==> src/assert_macros.svh <==
// ----------------------------------------------------------------------------
// assert_macros.svh
// Concurrent assertion shorthands, clocked on clk, held off during rst_n low.
// ----------------------------------------------------------------------------
`ifndef ASSERT_MACROS_SVH
`define ASSERT_MACROS_SVH

// expression must hold at every clock edge
`define ASSERT_ALWAYS(lbl, expr, msg) \
  lbl: assert property (@(posedge clk) disable iff (!rst_n) (expr)) else $error(msg);

// consequent must hold in the same cycle as the antecedent
`define ASSERT_SAME(lbl, ante, cons, msg) \
  lbl: assert property (@(posedge clk) disable iff (!rst_n) (ante) |-> (cons)) \
    else $error(msg);

// consequent must hold in the cycle after the antecedent
`define ASSERT_NEXT(lbl, ante, cons, msg) \
  lbl: assert property (@(posedge clk) disable iff (!rst_n) (ante) |=> (cons)) \
    else $error(msg);

`endif

==> src/mlfc_pkg.sv <==
// ----------------------------------------------------------------------------
// mlfc_pkg
// Shared types, constants and the CRC-16/MODBUS byte update.
// ----------------------------------------------------------------------------
`default_nettype none

package mlfc_pkg;

  localparam logic [7:0]  START_MARKER_RST = 8'h59;  // 'Y'
  localparam logic [7:0]  END_MARKER_RST   = 8'h47;  // 'G'
  localparam logic [7:0]  WANTED_TYPE_RST  = 8'h63;
  localparam logic [15:0] CRC_INIT         = 16'hFFFF;
  localparam logic [15:0] CRC_POLY         = 16'hA001;
  localparam logic [7:0]  MIN_FRAME_LEN    = 8'd6;

  localparam logic [1:0] CFG_START_MARKER = 2'd0;
  localparam logic [1:0] CFG_END_MARKER   = 2'd1;
  localparam logic [1:0] CFG_WANTED_TYPE  = 2'd2;

  localparam logic [1:0] ST_OK      = 2'd0;
  localparam logic [1:0] ST_CRC_ERR = 2'd1;
  localparam logic [1:0] ST_BAD_END = 2'd2;
  localparam logic [1:0] ST_BAD_LEN = 2'd3;

  typedef enum logic [2:0] {
    PH_HUNT = 3'b001,
    PH_LEN  = 3'b010,
    PH_BODY = 3'b100
  } phase_t;

  typedef struct packed {
    logic [7:0] start_marker;
    logic [7:0] end_marker;
    logic [7:0] wanted_type;
  } cfg_t;

  typedef struct packed {
    logic [7:0] frame_byte;
    logic [7:0] byte_index;
    logic       last_byte;
    logic [1:0] frame_status;
    logic       type_match;
  } result_t;

  function automatic logic [15:0] crc_feed(input logic [15:0] crc, input logic [7:0] b);
    logic [15:0] c;
    int          k;
    c = crc ^ {8'h00, b};
    for (k = 0; k < 8; k++) begin
      c = c[0] ? ((c >> 1) ^ CRC_POLY) : (c >> 1);
    end
    return c;
  endfunction

endpackage

`default_nettype wire

==> src/marker_length_frame_crc16_checker_core.sv <==
// ----------------------------------------------------------------------------
// marker_length_frame_crc16_checker_core
// Length-delimited frame checker with CRC-16/MODBUS, byte-stream in and out.
// ----------------------------------------------------------------------------
// A result passes through the input register and the result register to out_*.
// Throughput: one byte per cycle while the sink accepts results; the frame state
//   and byte-wide CRC update are combinational between the input and result registers.
// Reset: synchronous, active low; clears both stages and the frame state,
//   markers return to 'Y' and 'G', wanted type to 0x63.
// Bytes dropped while hunting produce no result transaction.
`default_nettype none
`include "assert_macros.svh"

module marker_length_frame_crc16_checker_core (
  input  wire logic        clk,
  input  wire logic        rst_n,
  input  wire logic        in_tvalid,
  output logic             in_tready,
  input  wire logic [7:0]  in_tdata,   // [7:0] rx_byte
  output logic             out_tvalid,
  input  wire logic        out_tready,
  output logic [15:0]      out_tdata,  // [7:0] frame_byte, [15:8] byte_index
  output logic             out_tlast,
  output logic [2:0]       out_tuser,  // [1:0] frame_status, [2] type_match
  input  wire logic        cfg_we,
  input  wire logic [1:0]  cfg_addr,
  input  wire logic [7:0]  cfg_wdata
);

  mlfc_pkg::cfg_t    cfg_r;
  logic              byte_valid;
  logic [7:0]        byte_q;
  logic              adv;
  logic              out_free;
  logic              emit;
  mlfc_pkg::result_t res;
  mlfc_pkg::result_t out_res;

  always_ff @(posedge clk) begin
    if (!rst_n) begin
      cfg_r.start_marker <= mlfc_pkg::START_MARKER_RST;
      cfg_r.end_marker   <= mlfc_pkg::END_MARKER_RST;
      cfg_r.wanted_type  <= mlfc_pkg::WANTED_TYPE_RST;
    end else if (cfg_we) begin
      case (cfg_addr)
        mlfc_pkg::CFG_START_MARKER: cfg_r.start_marker <= cfg_wdata;
        mlfc_pkg::CFG_END_MARKER:   cfg_r.end_marker   <= cfg_wdata;
        mlfc_pkg::CFG_WANTED_TYPE:  cfg_r.wanted_type  <= cfg_wdata;
        default: ;
      endcase
    end
  end

  assign adv = byte_valid && out_free;

  mlfc_in_stage u_in (
    .clk        (clk),
    .rst_n      (rst_n),
    .in_tvalid  (in_tvalid),
    .in_tready  (in_tready),
    .in_byte    (in_tdata),
    .take       (adv),
    .byte_valid (byte_valid),
    .byte_q     (byte_q)
  );

  mlfc_parse u_parse (
    .clk     (clk),
    .rst_n   (rst_n),
    .cfg     (cfg_r),
    .rx_byte (byte_q),
    .adv     (adv),
    .emit    (emit),
    .res     (res)
  );

  mlfc_out_stage u_out (
    .clk        (clk),
    .rst_n      (rst_n),
    .load       (adv),
    .load_valid (emit),
    .load_res   (res),
    .out_tready (out_tready),
    .out_valid  (out_tvalid),
    .free       (out_free),
    .out_res    (out_res)
  );

  assign out_tdata = {out_res.byte_index, out_res.frame_byte};
  assign out_tlast = out_res.last_byte;
  assign out_tuser = {out_res.type_match, out_res.frame_status};

  `ASSERT_SAME(a_ready_when_out_empty, !out_tvalid, in_tready,
    "input stalled with empty result register")
  `ASSERT_SAME(a_stall_from_sink_only, byte_valid && !in_tready,
    out_tvalid && !out_tready, "input stalled without sink backpressure")
  `ASSERT_SAME(a_mid_frame_clean, out_tvalid && !out_tlast, out_tuser == 3'd0,
    "status or match set before frame end")

endmodule

`default_nettype wire

==> src/mlfc_in_stage.sv <==
// ----------------------------------------------------------------------------
// mlfc_in_stage
// Input register: holds one received byte until the frame logic takes it.
// ----------------------------------------------------------------------------
`default_nettype none

module mlfc_in_stage (
  input  wire logic       clk,
  input  wire logic       rst_n,
  input  wire logic       in_tvalid,
  output logic            in_tready,
  input  wire logic [7:0] in_byte,
  input  wire logic       take,
  output logic            byte_valid,
  output logic [7:0]      byte_q
);

  logic       valid_r, valid_nxt;
  logic [7:0] byte_r;

  assign in_tready  = !valid_r || take;
  assign byte_valid = valid_r;
  assign byte_q     = byte_r;

  always_comb begin
    valid_nxt = valid_r;
    if (in_tvalid && in_tready) begin
      valid_nxt = 1'b1;
    end else if (take) begin
      valid_nxt = 1'b0;
    end
  end

  always_ff @(posedge clk) begin
    if (!rst_n) begin
      valid_r <= 1'b0;
    end else begin
      valid_r <= valid_nxt;
    end
  end

  always_ff @(posedge clk) begin
    if (in_tvalid && in_tready) begin
      byte_r <= in_byte;
    end
  end

endmodule

`default_nettype wire

==> src/mlfc_parse.sv <==
// ----------------------------------------------------------------------------
// mlfc_parse
// Frame state: marker hunt, length check, CRC accumulate and end-of-frame status.
// ----------------------------------------------------------------------------
`default_nettype none
`include "assert_macros.svh"

module mlfc_parse (
  input  wire logic                 clk,
  input  wire logic                 rst_n,
  input  wire mlfc_pkg::cfg_t       cfg,
  input  wire logic [7:0]           rx_byte,
  input  wire logic                 adv,
  output logic                      emit,
  output mlfc_pkg::result_t         res
);

  mlfc_pkg::phase_t phase_r, phase_nxt;
  logic [7:0]       len_r, len_nxt;
  logic [7:0]       pos_r, pos_nxt;
  logic [15:0]      crc_r, crc_nxt;
  logic [7:0]       crc_lo_r, crc_lo_nxt;
  logic [7:0]       type_r, type_nxt;
  logic [7:0]       len_m4, len_m3, len_m2;

  assign len_m4 = len_r - 8'd4;
  assign len_m3 = len_r - 8'd3;
  assign len_m2 = len_r - 8'd2;

  always_comb begin
    phase_nxt  = phase_r;
    len_nxt    = len_r;
    pos_nxt    = pos_r;
    crc_nxt    = crc_r;
    crc_lo_nxt = crc_lo_r;
    type_nxt   = type_r;
    emit       = 1'b0;
    res        = '0;
    case (phase_r)
      mlfc_pkg::PH_LEN: begin
        emit           = 1'b1;
        res.frame_byte = rx_byte;
        res.byte_index = 8'd1;
        if (rx_byte < mlfc_pkg::MIN_FRAME_LEN) begin
          res.last_byte    = 1'b1;
          res.frame_status = mlfc_pkg::ST_BAD_LEN;
          phase_nxt        = mlfc_pkg::PH_HUNT;
        end else begin
          len_nxt   = rx_byte;
          crc_nxt   = mlfc_pkg::crc_feed(crc_r, rx_byte);
          pos_nxt   = 8'd2;
          phase_nxt = mlfc_pkg::PH_BODY;
        end
      end
      mlfc_pkg::PH_BODY: begin
        emit           = 1'b1;
        res.frame_byte = rx_byte;
        res.byte_index = pos_r;
        pos_nxt        = pos_r + 8'd1;
        if (pos_r == 8'd2) begin
          type_nxt = rx_byte;
        end
        if (pos_r <= len_m4) begin
          crc_nxt = mlfc_pkg::crc_feed(crc_r, rx_byte);
        end else if (pos_r == len_m3) begin
          crc_lo_nxt = rx_byte;
        end else if (pos_r == len_m2) begin
          crc_nxt = crc_r ^ {rx_byte, crc_lo_r};
        end else begin
          res.last_byte  = 1'b1;
          res.type_match = (type_r == cfg.wanted_type);
          if (rx_byte != cfg.end_marker) begin
            res.frame_status = mlfc_pkg::ST_BAD_END;
          end else if (crc_r != 16'h0000) begin
            res.frame_status = mlfc_pkg::ST_CRC_ERR;
          end else begin
            res.frame_status = mlfc_pkg::ST_OK;
          end
          pos_nxt   = pos_r;
          phase_nxt = mlfc_pkg::PH_HUNT;
        end
      end
      default: begin
        phase_nxt = mlfc_pkg::PH_HUNT;
        if (rx_byte == cfg.start_marker) begin
          emit           = 1'b1;
          res.frame_byte = rx_byte;
          res.byte_index = 8'd0;
          crc_nxt        = mlfc_pkg::crc_feed(mlfc_pkg::CRC_INIT, rx_byte);
          crc_lo_nxt     = 8'd0;
          type_nxt       = 8'd0;
          len_nxt        = 8'd0;
          pos_nxt        = 8'd1;
          phase_nxt      = mlfc_pkg::PH_LEN;
        end
      end
    endcase
  end

  always_ff @(posedge clk) begin
    if (!rst_n) begin
      phase_r  <= mlfc_pkg::PH_HUNT;
      len_r    <= 8'd0;
      pos_r    <= 8'd0;
      crc_r    <= mlfc_pkg::CRC_INIT;
      crc_lo_r <= 8'd0;
      type_r   <= 8'd0;
    end else if (adv) begin
      phase_r  <= phase_nxt;
      len_r    <= len_nxt;
      pos_r    <= pos_nxt;
      crc_r    <= crc_nxt;
      crc_lo_r <= crc_lo_nxt;
      type_r   <= type_nxt;
    end
  end

  `ASSERT_SAME(a_body_pos_in_frame, phase_r == mlfc_pkg::PH_BODY,
    (pos_r >= 8'd2) && (pos_r < len_r), "position outside frame body")
  `ASSERT_SAME(a_body_len_min, phase_r == mlfc_pkg::PH_BODY,
    len_r >= mlfc_pkg::MIN_FRAME_LEN, "frame body entered with short length")
  `ASSERT_NEXT(a_last_resyncs, adv && emit && res.last_byte,
    phase_r == mlfc_pkg::PH_HUNT, "no return to hunting after frame end")

endmodule

`default_nettype wire

==> src/mlfc_out_stage.sv <==
// ----------------------------------------------------------------------------
// mlfc_out_stage
// Result register: holds one result transaction until the sink takes it.
// ----------------------------------------------------------------------------
`default_nettype none

module mlfc_out_stage (
  input  wire logic              clk,
  input  wire logic              rst_n,
  input  wire logic              load,
  input  wire logic              load_valid,
  input  wire mlfc_pkg::result_t load_res,
  input  wire logic              out_tready,
  output logic                   out_valid,
  output logic                   free,
  output mlfc_pkg::result_t      out_res
);

  logic              valid_r, valid_nxt;
  mlfc_pkg::result_t res_r;

  assign free      = !valid_r || out_tready;
  assign out_valid = valid_r;
  assign out_res   = res_r;

  always_comb begin
    valid_nxt = valid_r;
    if (load) begin
      valid_nxt = load_valid;
    end else if (out_tready) begin
      valid_nxt = 1'b0;
    end
  end

  always_ff @(posedge clk) begin
    if (!rst_n) begin
      valid_r <= 1'b0;
    end else begin
      valid_r <= valid_nxt;
    end
  end

  always_ff @(posedge clk) begin
    if (load && load_valid) begin
      res_r <= load_res;
    end
  end

endmodule

`default_nettype wire

==> config.mk <==
export PLATFORM = sky130hd
export DESIGN_NAME = marker_length_frame_crc16_checker_core
export DESIGN_NICKNAME = d
export VERILOG_FILES = /design/src/mlfc_pkg.sv /design/src/marker_length_frame_crc16_checker_core.sv /design/src/mlfc_in_stage.sv /design/src/mlfc_parse.sv /design/src/mlfc_out_stage.sv
export VERILOG_INCLUDE_DIRS = /design/src /design/src/src
export SDC_FILE = /design/constraint.sdc
export NUM_CORES = 1
export LEC_CHECK = 0
export BUFFER_PORTS_ARGS = -buffer_cell sky130_fd_sc_hd__buf_2
export CAP_MARGIN = 10
export CORE_MARGIN = 2
export CORE_UTILIZATION = 45
export CTS_CLUSTER_DIAMETER = 60
export DETAILED_ROUTE_END_ITERATION = 8
export PLACE_DENSITY_LB_ADDON = 0.05
export SLEW_MARGIN = 10
export SYNTH_ARGS = -nofsm -noshare
export SYNTH_HDL_FRONTEND = slang
export SYNTH_SLANG_ARGS = --single-unit
==> constraint.sdc <==
create_clock -name clk -period 2.75 [get_ports clk]
set_clock_uncertainty 0.1 [all_clocks]
set_input_delay 0.1375 -clock clk [delete_from_list [all_inputs] [get_ports clk]]
set_output_delay 0.1375 -clock clk [all_outputs]
set_load 0.01 [all_outputs]
== After elaboration in Yosys (flattened, before gate mapping) ==
Cells that the tools add are included.

* Bitwise gates (word level): 21
* Order comparisons: 2
* Eq/ne operators: 19
* Muxes and demuxes: 57
* Reduce and logical (&&, ||, !) cells: 25
* Add/subtract/negate cells: 4

{| class="wikitable"
|+ Operators with widths
! cell !! number
|-
| $mux W16 || 22
|-
| $mux W8 || 10
|-
| $pmux W16 S2 || 2
|-
| $pmux W8 S2 || 4
|-
| $not A2 Y3 || 16
|-
| $eq A8 B8 Y1 || 4
|-
| $not A8 Y16 || 1
|-
| $reduce_and A4 Y1 || 4
|-
| $reduce_bool A16 Y1 || 1
|-
| $sub A8 B2 Y8 const B || 2
|-
| $xor A16 B16 Y16 || 1
|-
| $xor A16 B8 Y16 || 1
|-
| $mux W3 || 5
|-
| $mux W4 || 3
|-
| $pmux W3 S2 || 2
|-
| $reduce_and A5 Y1 || 2
|-
| $add A8 B1 Y8 const B || 1
|-
| $eq A8 B2 Y1 const B || 1
|-
| $le A8 B8 Y1 || 1
|-
| $lt A8 B3 Y1 const B || 1
|-
| $ne A2 B2 Y1 const B || 4
|-
| $ne A8 B8 Y1 || 1
|-
| $reduce_bool A2 Y1 || 4
|-
| $sub A8 B3 Y8 const B || 1
|-
| other kinds (19) || 34
|}

* Output and inout port bits: 22
* Logic and storage cells: 145
* Register bits: 105
* Input bits: 23

== Depth between registers and ports, before layout ==
* Word-level depth: 19
* Mapped depth: 15
* Mapped depth without buffers: 12

== By module ==
A second synthesis with hierarchy kept.

* Cells, all modules: 677
* Area total of the unflattened synthesis: 6,138.4 µm²

{| class="wikitable"
|+ By module, submodules not included
! module !! cells each !! seq. area each (µm²) !! area an instance (µm²) !! instances
|-
| mlfc_parse || 541 || 1,021.0 || 4,194.0 || 1
|-
| marker_length_frame_crc16_checker_core || 98 || 480.5 || 994.7 || 1
|-
| mlfc_out_stage || 25 || 620.6 || 651.9 || 1
|-
| mlfc_in_stage || 13 || 260.2 || 297.8 || 1
|}

== Least setup slack after synthesis ==
No wires, ideal clock.

* Kind: register -> register
* Start: reg u_parse.len_r[3]
* End: reg u_parse.pos_r[1]
* Arrival time: 2.847 ns
* Library setup time: 0.086 ns
* Required time: 2.564 ns
* Setup slack: -0.282 ns
* Clock period less this slack: 3.032 ns
* Stages on the path, launching flop included: 15
* Buffers on the path: 3
* Cells stage by stage: dfxtp_1 buf_4 nor3_1 nor3b_1 xnor2_1 ha_1 nand2_1 o21a_1 o22ai_1 nand2_1 clkbuf_1 o31ai_2 buf_2 nor2_1 a211oi_1

* Word-level cells in the longest chain between the ends: 5
* Elaborated cells on any way between the ends: 11
* Those cells by class: 3 x add/sub; 1 x order compare; 3 x eq/ne; 3 x mux; 1 x reduce/logical

{| class="wikitable"
|+ RTL lines
! item !! line !! RTL
|-
| from (decl) || mlfc_parse.sv:19 || <nowiki>logic [7:0] len_r, len_nxt;</nowiki>
|-
| from (signal assigned) || mlfc_parse.sv:110 || <nowiki>len_r <= len_nxt;</nowiki>
|-
| parallel branches: the longest is 5 deep, another holds $sub A8 B3 Y8 || -- ||
|-
| to (signal assigned) || mlfc_parse.sv:111 || <nowiki>pos_r <= pos_nxt;</nowiki>
|-
| to (decl) || mlfc_parse.sv:20 || <nowiki>logic [7:0] pos_r, pos_nxt;</nowiki>
|}

Parallel ways; which one is timed is not known.
A chain may end at the register's enable or synchronous reset.

== Worst setup path in the final report ==
* Start: reg u_parse.len_r[2]
* End: reg u_parse.crc_r[15]

* Word-level cells in the longest chain between the ends: 4
* Elaborated cells on any way between the ends: 11
* Those cells by class: 3 x add/sub; 1 x order compare; 4 x eq/ne; 2 x mux; 1 x reduce/logical

{| class="wikitable"
|+ RTL lines
! item !! line !! RTL
|-
| $sub A8 B3 Y8 (tied with other cells) || mlfc_parse.sv:26 || <nowiki>assign len_m4 = len_r - 8'd4;</nowiki>
|-
| $le A8 B8 Y1 (tied with other cells) || mlfc_parse.sv:63 || <nowiki>if (pos_r <= len_m4) begin</nowiki>
|-
| $ne A3 B2 Y1 (no source line) (tied with other cells) || -- ||
|-
| $reduce_and A5 Y1 (no source line) / $pmux W16 S2 (equally long branches) || -- ||
|-
| to (signal assigned) || mlfc_parse.sv:105 || <nowiki>crc_r <= mlfc_pkg::CRC_INIT;</nowiki>
|-
| to (signal assigned) || mlfc_parse.sv:112 || <nowiki>crc_r <= crc_nxt;</nowiki>
|-
| to (decl) || mlfc_parse.sv:21 || <nowiki>logic [15:0] crc_r, crc_nxt;</nowiki>
|}

Several ways; a longest one is shown, not always the timed one.

==> results.py <==
metrics = {
    "logic_synthesis": {
        "synth-edff-count": 28,
        "yosysMostFrequentCell": "dfxtp_1",
        "synth_common_cells": "dfxtp_1 (77), xnor2_1 (57), nor2_1 (50), nand2_1 (46), clkbuf_1 (36)",
        "syn_inst": 631,
        "synth_flop_cell": "dfxtp_1",
        "ys_seq_elements": 105,
        "synth.distinct_cells": 54,
        "yosysWarnings": 0,
        "syn_area_sq_um": 5800,
        "syn_area_per_cell_sq_um": 9.19,
        "syn-num-nets": 673,
        "ys_async_sr_fraction_pct": 0,
        "yosysSeqAreaShare_pct": 41.1,
        "synth_top_area_share_pct": 26.6,
        "synth_area_leaders": "dfxtp_1 (27%), edfxtp_1 (15%), xnor2_1 (8.6%)",
        "yosys.area.top_type": "dfxtp_1",
    },
    "sta": {
        "min_period_over_period_pct": 101,
        "relSlewSlack_pct": 61.6,
        "hold_viol": 0,
        "fmax_mhz": 360,
        "setup_viol_count_final": 2,
        "worst_pin_slew_ps": 576,
        "fin_ws_ps": -25.4,
        "finalMaxSlewViolations": 0,
        "rsz0062_at_grt": "yes",
        "period_needed_ps": 2780,
    },
    "global_routing": {
        "first_global_vias": 4858,
        "grt_overflow_total": 0,
        "grt_use_total_pct": 22.9,
        "antenna_found_initial": 0,
        "grt_pass1_wl_um": 25200,
        "grt_max_degree": 33,
    },
    "setup_path": {
        "endpoint_kind": "register",
        "required_ps": 2880,
        "slowest_delay_ps": 420,
        "worstRegToRegCells": 11,
        "cp.arrival_ps": 2900,
        "slowest_stage": "a221oi_4",
        "start_kind": "register",
        "path_class": "register to register",
        "critPathMaxFanout": 32,
        "path_cells": "inv_2 > ha_4 > nor4b_4 > xor2_2 > or3_4 > a221oi_4 > buf_4 > o21ai_2 > buf_12 > a211oi_1 > o21ai_0",
    },
    "cts": {
        "cts-htree-levels": 3,
        "cts_buffer_depth": 2,
        "cts_sinks": 105,
        "clk_pin_slew_worst_paths_ps": 70,
        "clock-root-buffer": "clkbuf_16",
        "clk_latency_ps": 350,
        "cts_tree": "built",
        "numCtsBuffers": 9,
    },
    "route": {
        "postRouteAntennaNets": 0,
        "route.detailed.drc": 0,
        "vias": 4924,
        "wl_um": 15700,
        "drt_iter0_markers": 397,
        "first_pass_iters": 7,
        "post_drt_via_cell_ratio": 5.41,
        "post_drt_wl_per_cell_um": 17.2,
    },
    "finish": {
        "multi_input_area_sq_um": 3420,
        "fill_cells": 1134,
        "final_nets": 776,
        "utilization_pct": 58.8,
        "layout-drive-gt1-share_pct": 26.4,
        "regArea_sq_um": 2390,
        "area_growth_pct": 27.9,
        "final_cell_area_sq_um": 7420,
        "antenna_cells": 0,
    },
    "die": {
        "die_w_um": 118,
        "core_area_sq_um": 12600,
        "ios": 45,
        "std_cell_rows": 41,
        "dieArea_sq_um": 13800,
        "start_util_pct": 45.9,
        "die_h_um": 118,
    },
    "placement": {
        "portBuffers": 44,
        "hpwl_um": 11200,
        "dpl_cell_area_sq_um": 6650,
        "gp_congestion": 0.896,
    },
    "outcome": {
        "violations": "negative setup slack",
        "status": "finished, violations left",
    },
    "pwr": {
        "leakagePower_nw": 3.02,
        "irDropWorstVdd_uv": 402,
        "power.density_nw_per_um2": 448,
    },
    "min_path": {
        "hold_class": "input pin to register",
        "min_path_cells": 5,
    },
    "job": {
        "drv_cap": 0,
    },
}
==> path summary, 6_finish.rpt <==
check             slack [ps]                  end           startpoint
hold reg to reg          380  u_parse.crc_lo_r[1]  u_parse.crc_lo_r[1]
setup reg to reg         -30    u_parse.crc_r[15]     u_parse.len_r[2]
setup / recovery         -30    u_parse.crc_r[15]     u_parse.len_r[2]
hold / removal           130      u_out.out_valid           out_tready
==> flip-flops by register name (all words and copies together) (netlist names) <==
| name | count |
|---|---|
| u_parse.phase_r | 3 |
| u_parse.len_r | 8 |
| u_parse.pos_r | 8 |
| u_out.out_res | 20 |
| u_parse.crc_r | 16 |
| u_out.out_valid | 1 |
| u_parse.type_r | 8 |
| cfg_r | 24 |
| u_parse.crc_lo_r | 8 |
| u_in.byte_valid | 1 |
| u_in.byte_q | 8 |
==> metrics by stage <==
| step | cells | TNS (ps) | power (W) | setup WS (ps) | hold slack (ps) |
|---|---|---|---|---|---|
| CTS | 905 | 0 | 0.00333 | 6.28 | 112 |
| floorplan | 631 | -3.04 | 0.00192 | -3.04 | 136 |
| finish | 911 | -28.0 | 0.00332 | -25.4 | 128 |
| global route | 911 | -4580 | 0.00345 | -213 | 130 |
| detailed placement | 868 | -1760 | 0.00205 | -143 | 216 |
| global placement | 868 | -159 | 0.00204 | -61.3 | 216 |
==> cell families (layout without fill, tap and decap cells) <==
logic type / count (synthesis) / after routing / synth area share, %
AO/OA/AOI/OAI: 117 / 117 / 13.0
multiplexers: 33 / 33 / 5.70
buffers and inverters: 66 / 174 / 4.64
adder cells (fa/ha/maj): 19 / 19 / 4.10
flip-flops: 105 / 105 / 41.1
AND/OR/NAND/NOR: 208 / 208 / 18.4
XOR/XNOR: 83 / 83 / 13.0
==> cell usage in the layout, fill, tap and decap left out, types with 5 or more instances in the layout <==
cell type,instances
a211oi_1,6
buf_6,5
ha_1,17
and2_1,7
nor2b_1,6
nand3_1,32
a211oi_2,5
buf_2,44
xor2_1,23
nand2_1,45
o21ai_1,7
nor4_1,6
inv_1,16
o21ai_0,11
nand4_1,7
dlygate4sd3_1,17
mux2i_1,33
o22ai_1,5
nor2_1,47
a21oi_1,32
dfxtp_1,73
nand2b_1,12
clkbuf_16,10
edfxtp_1,28
buf_4,71
o21ai_2,7
o211ai_1,13
xnor2_1,57
==> critical path: cells and delay by family (launching register included) <==
family	cells	cell delay (ps)
buffers and inverters	3	470
AOI/OAI and AO/OA	4	830
adders and majority gates	1	160
xor gates and xnor gates	1	120
and+or+nand+nor	2	620
DFF	1	340
==> cell type report <==
cell class	count	share of cell area, %
clock buffers	12	3.48
clock inverters	4	0.422
inverters	18	0.911
multi-input cells	460	46.1
flip-flops and latches	105	32.2
well taps	172	2.90
repair buffers	140	14.0
==> metal layers <==
layer,GRT usage (%),part of all wire (%)
met1,29.7,44
met2,38.7,49
met3,4.26,4.2
met4,7.61,2.2
met5,0,0
==> where the power goes <==
part	switching, W	total, W	internal (W)
logic	0.000212	0.000424	0.000212
clock network	0.000585	0.00126	0.000679
registers	0.0000294	0.00163	0.00160
==> what timing repair did <==
item / 4_1_cts / 5_1_grt
gates cloned: 0 / 1
setup buffers: 4 / 5
setup endpoints to repair: 33 / 35
hold buffers: 17 / 0
pin swaps: 3 / 21
gates resized for setup: 10 / 57
hold endpoints to repair: 33 / 0
Power figures use the tool's default switching activity.
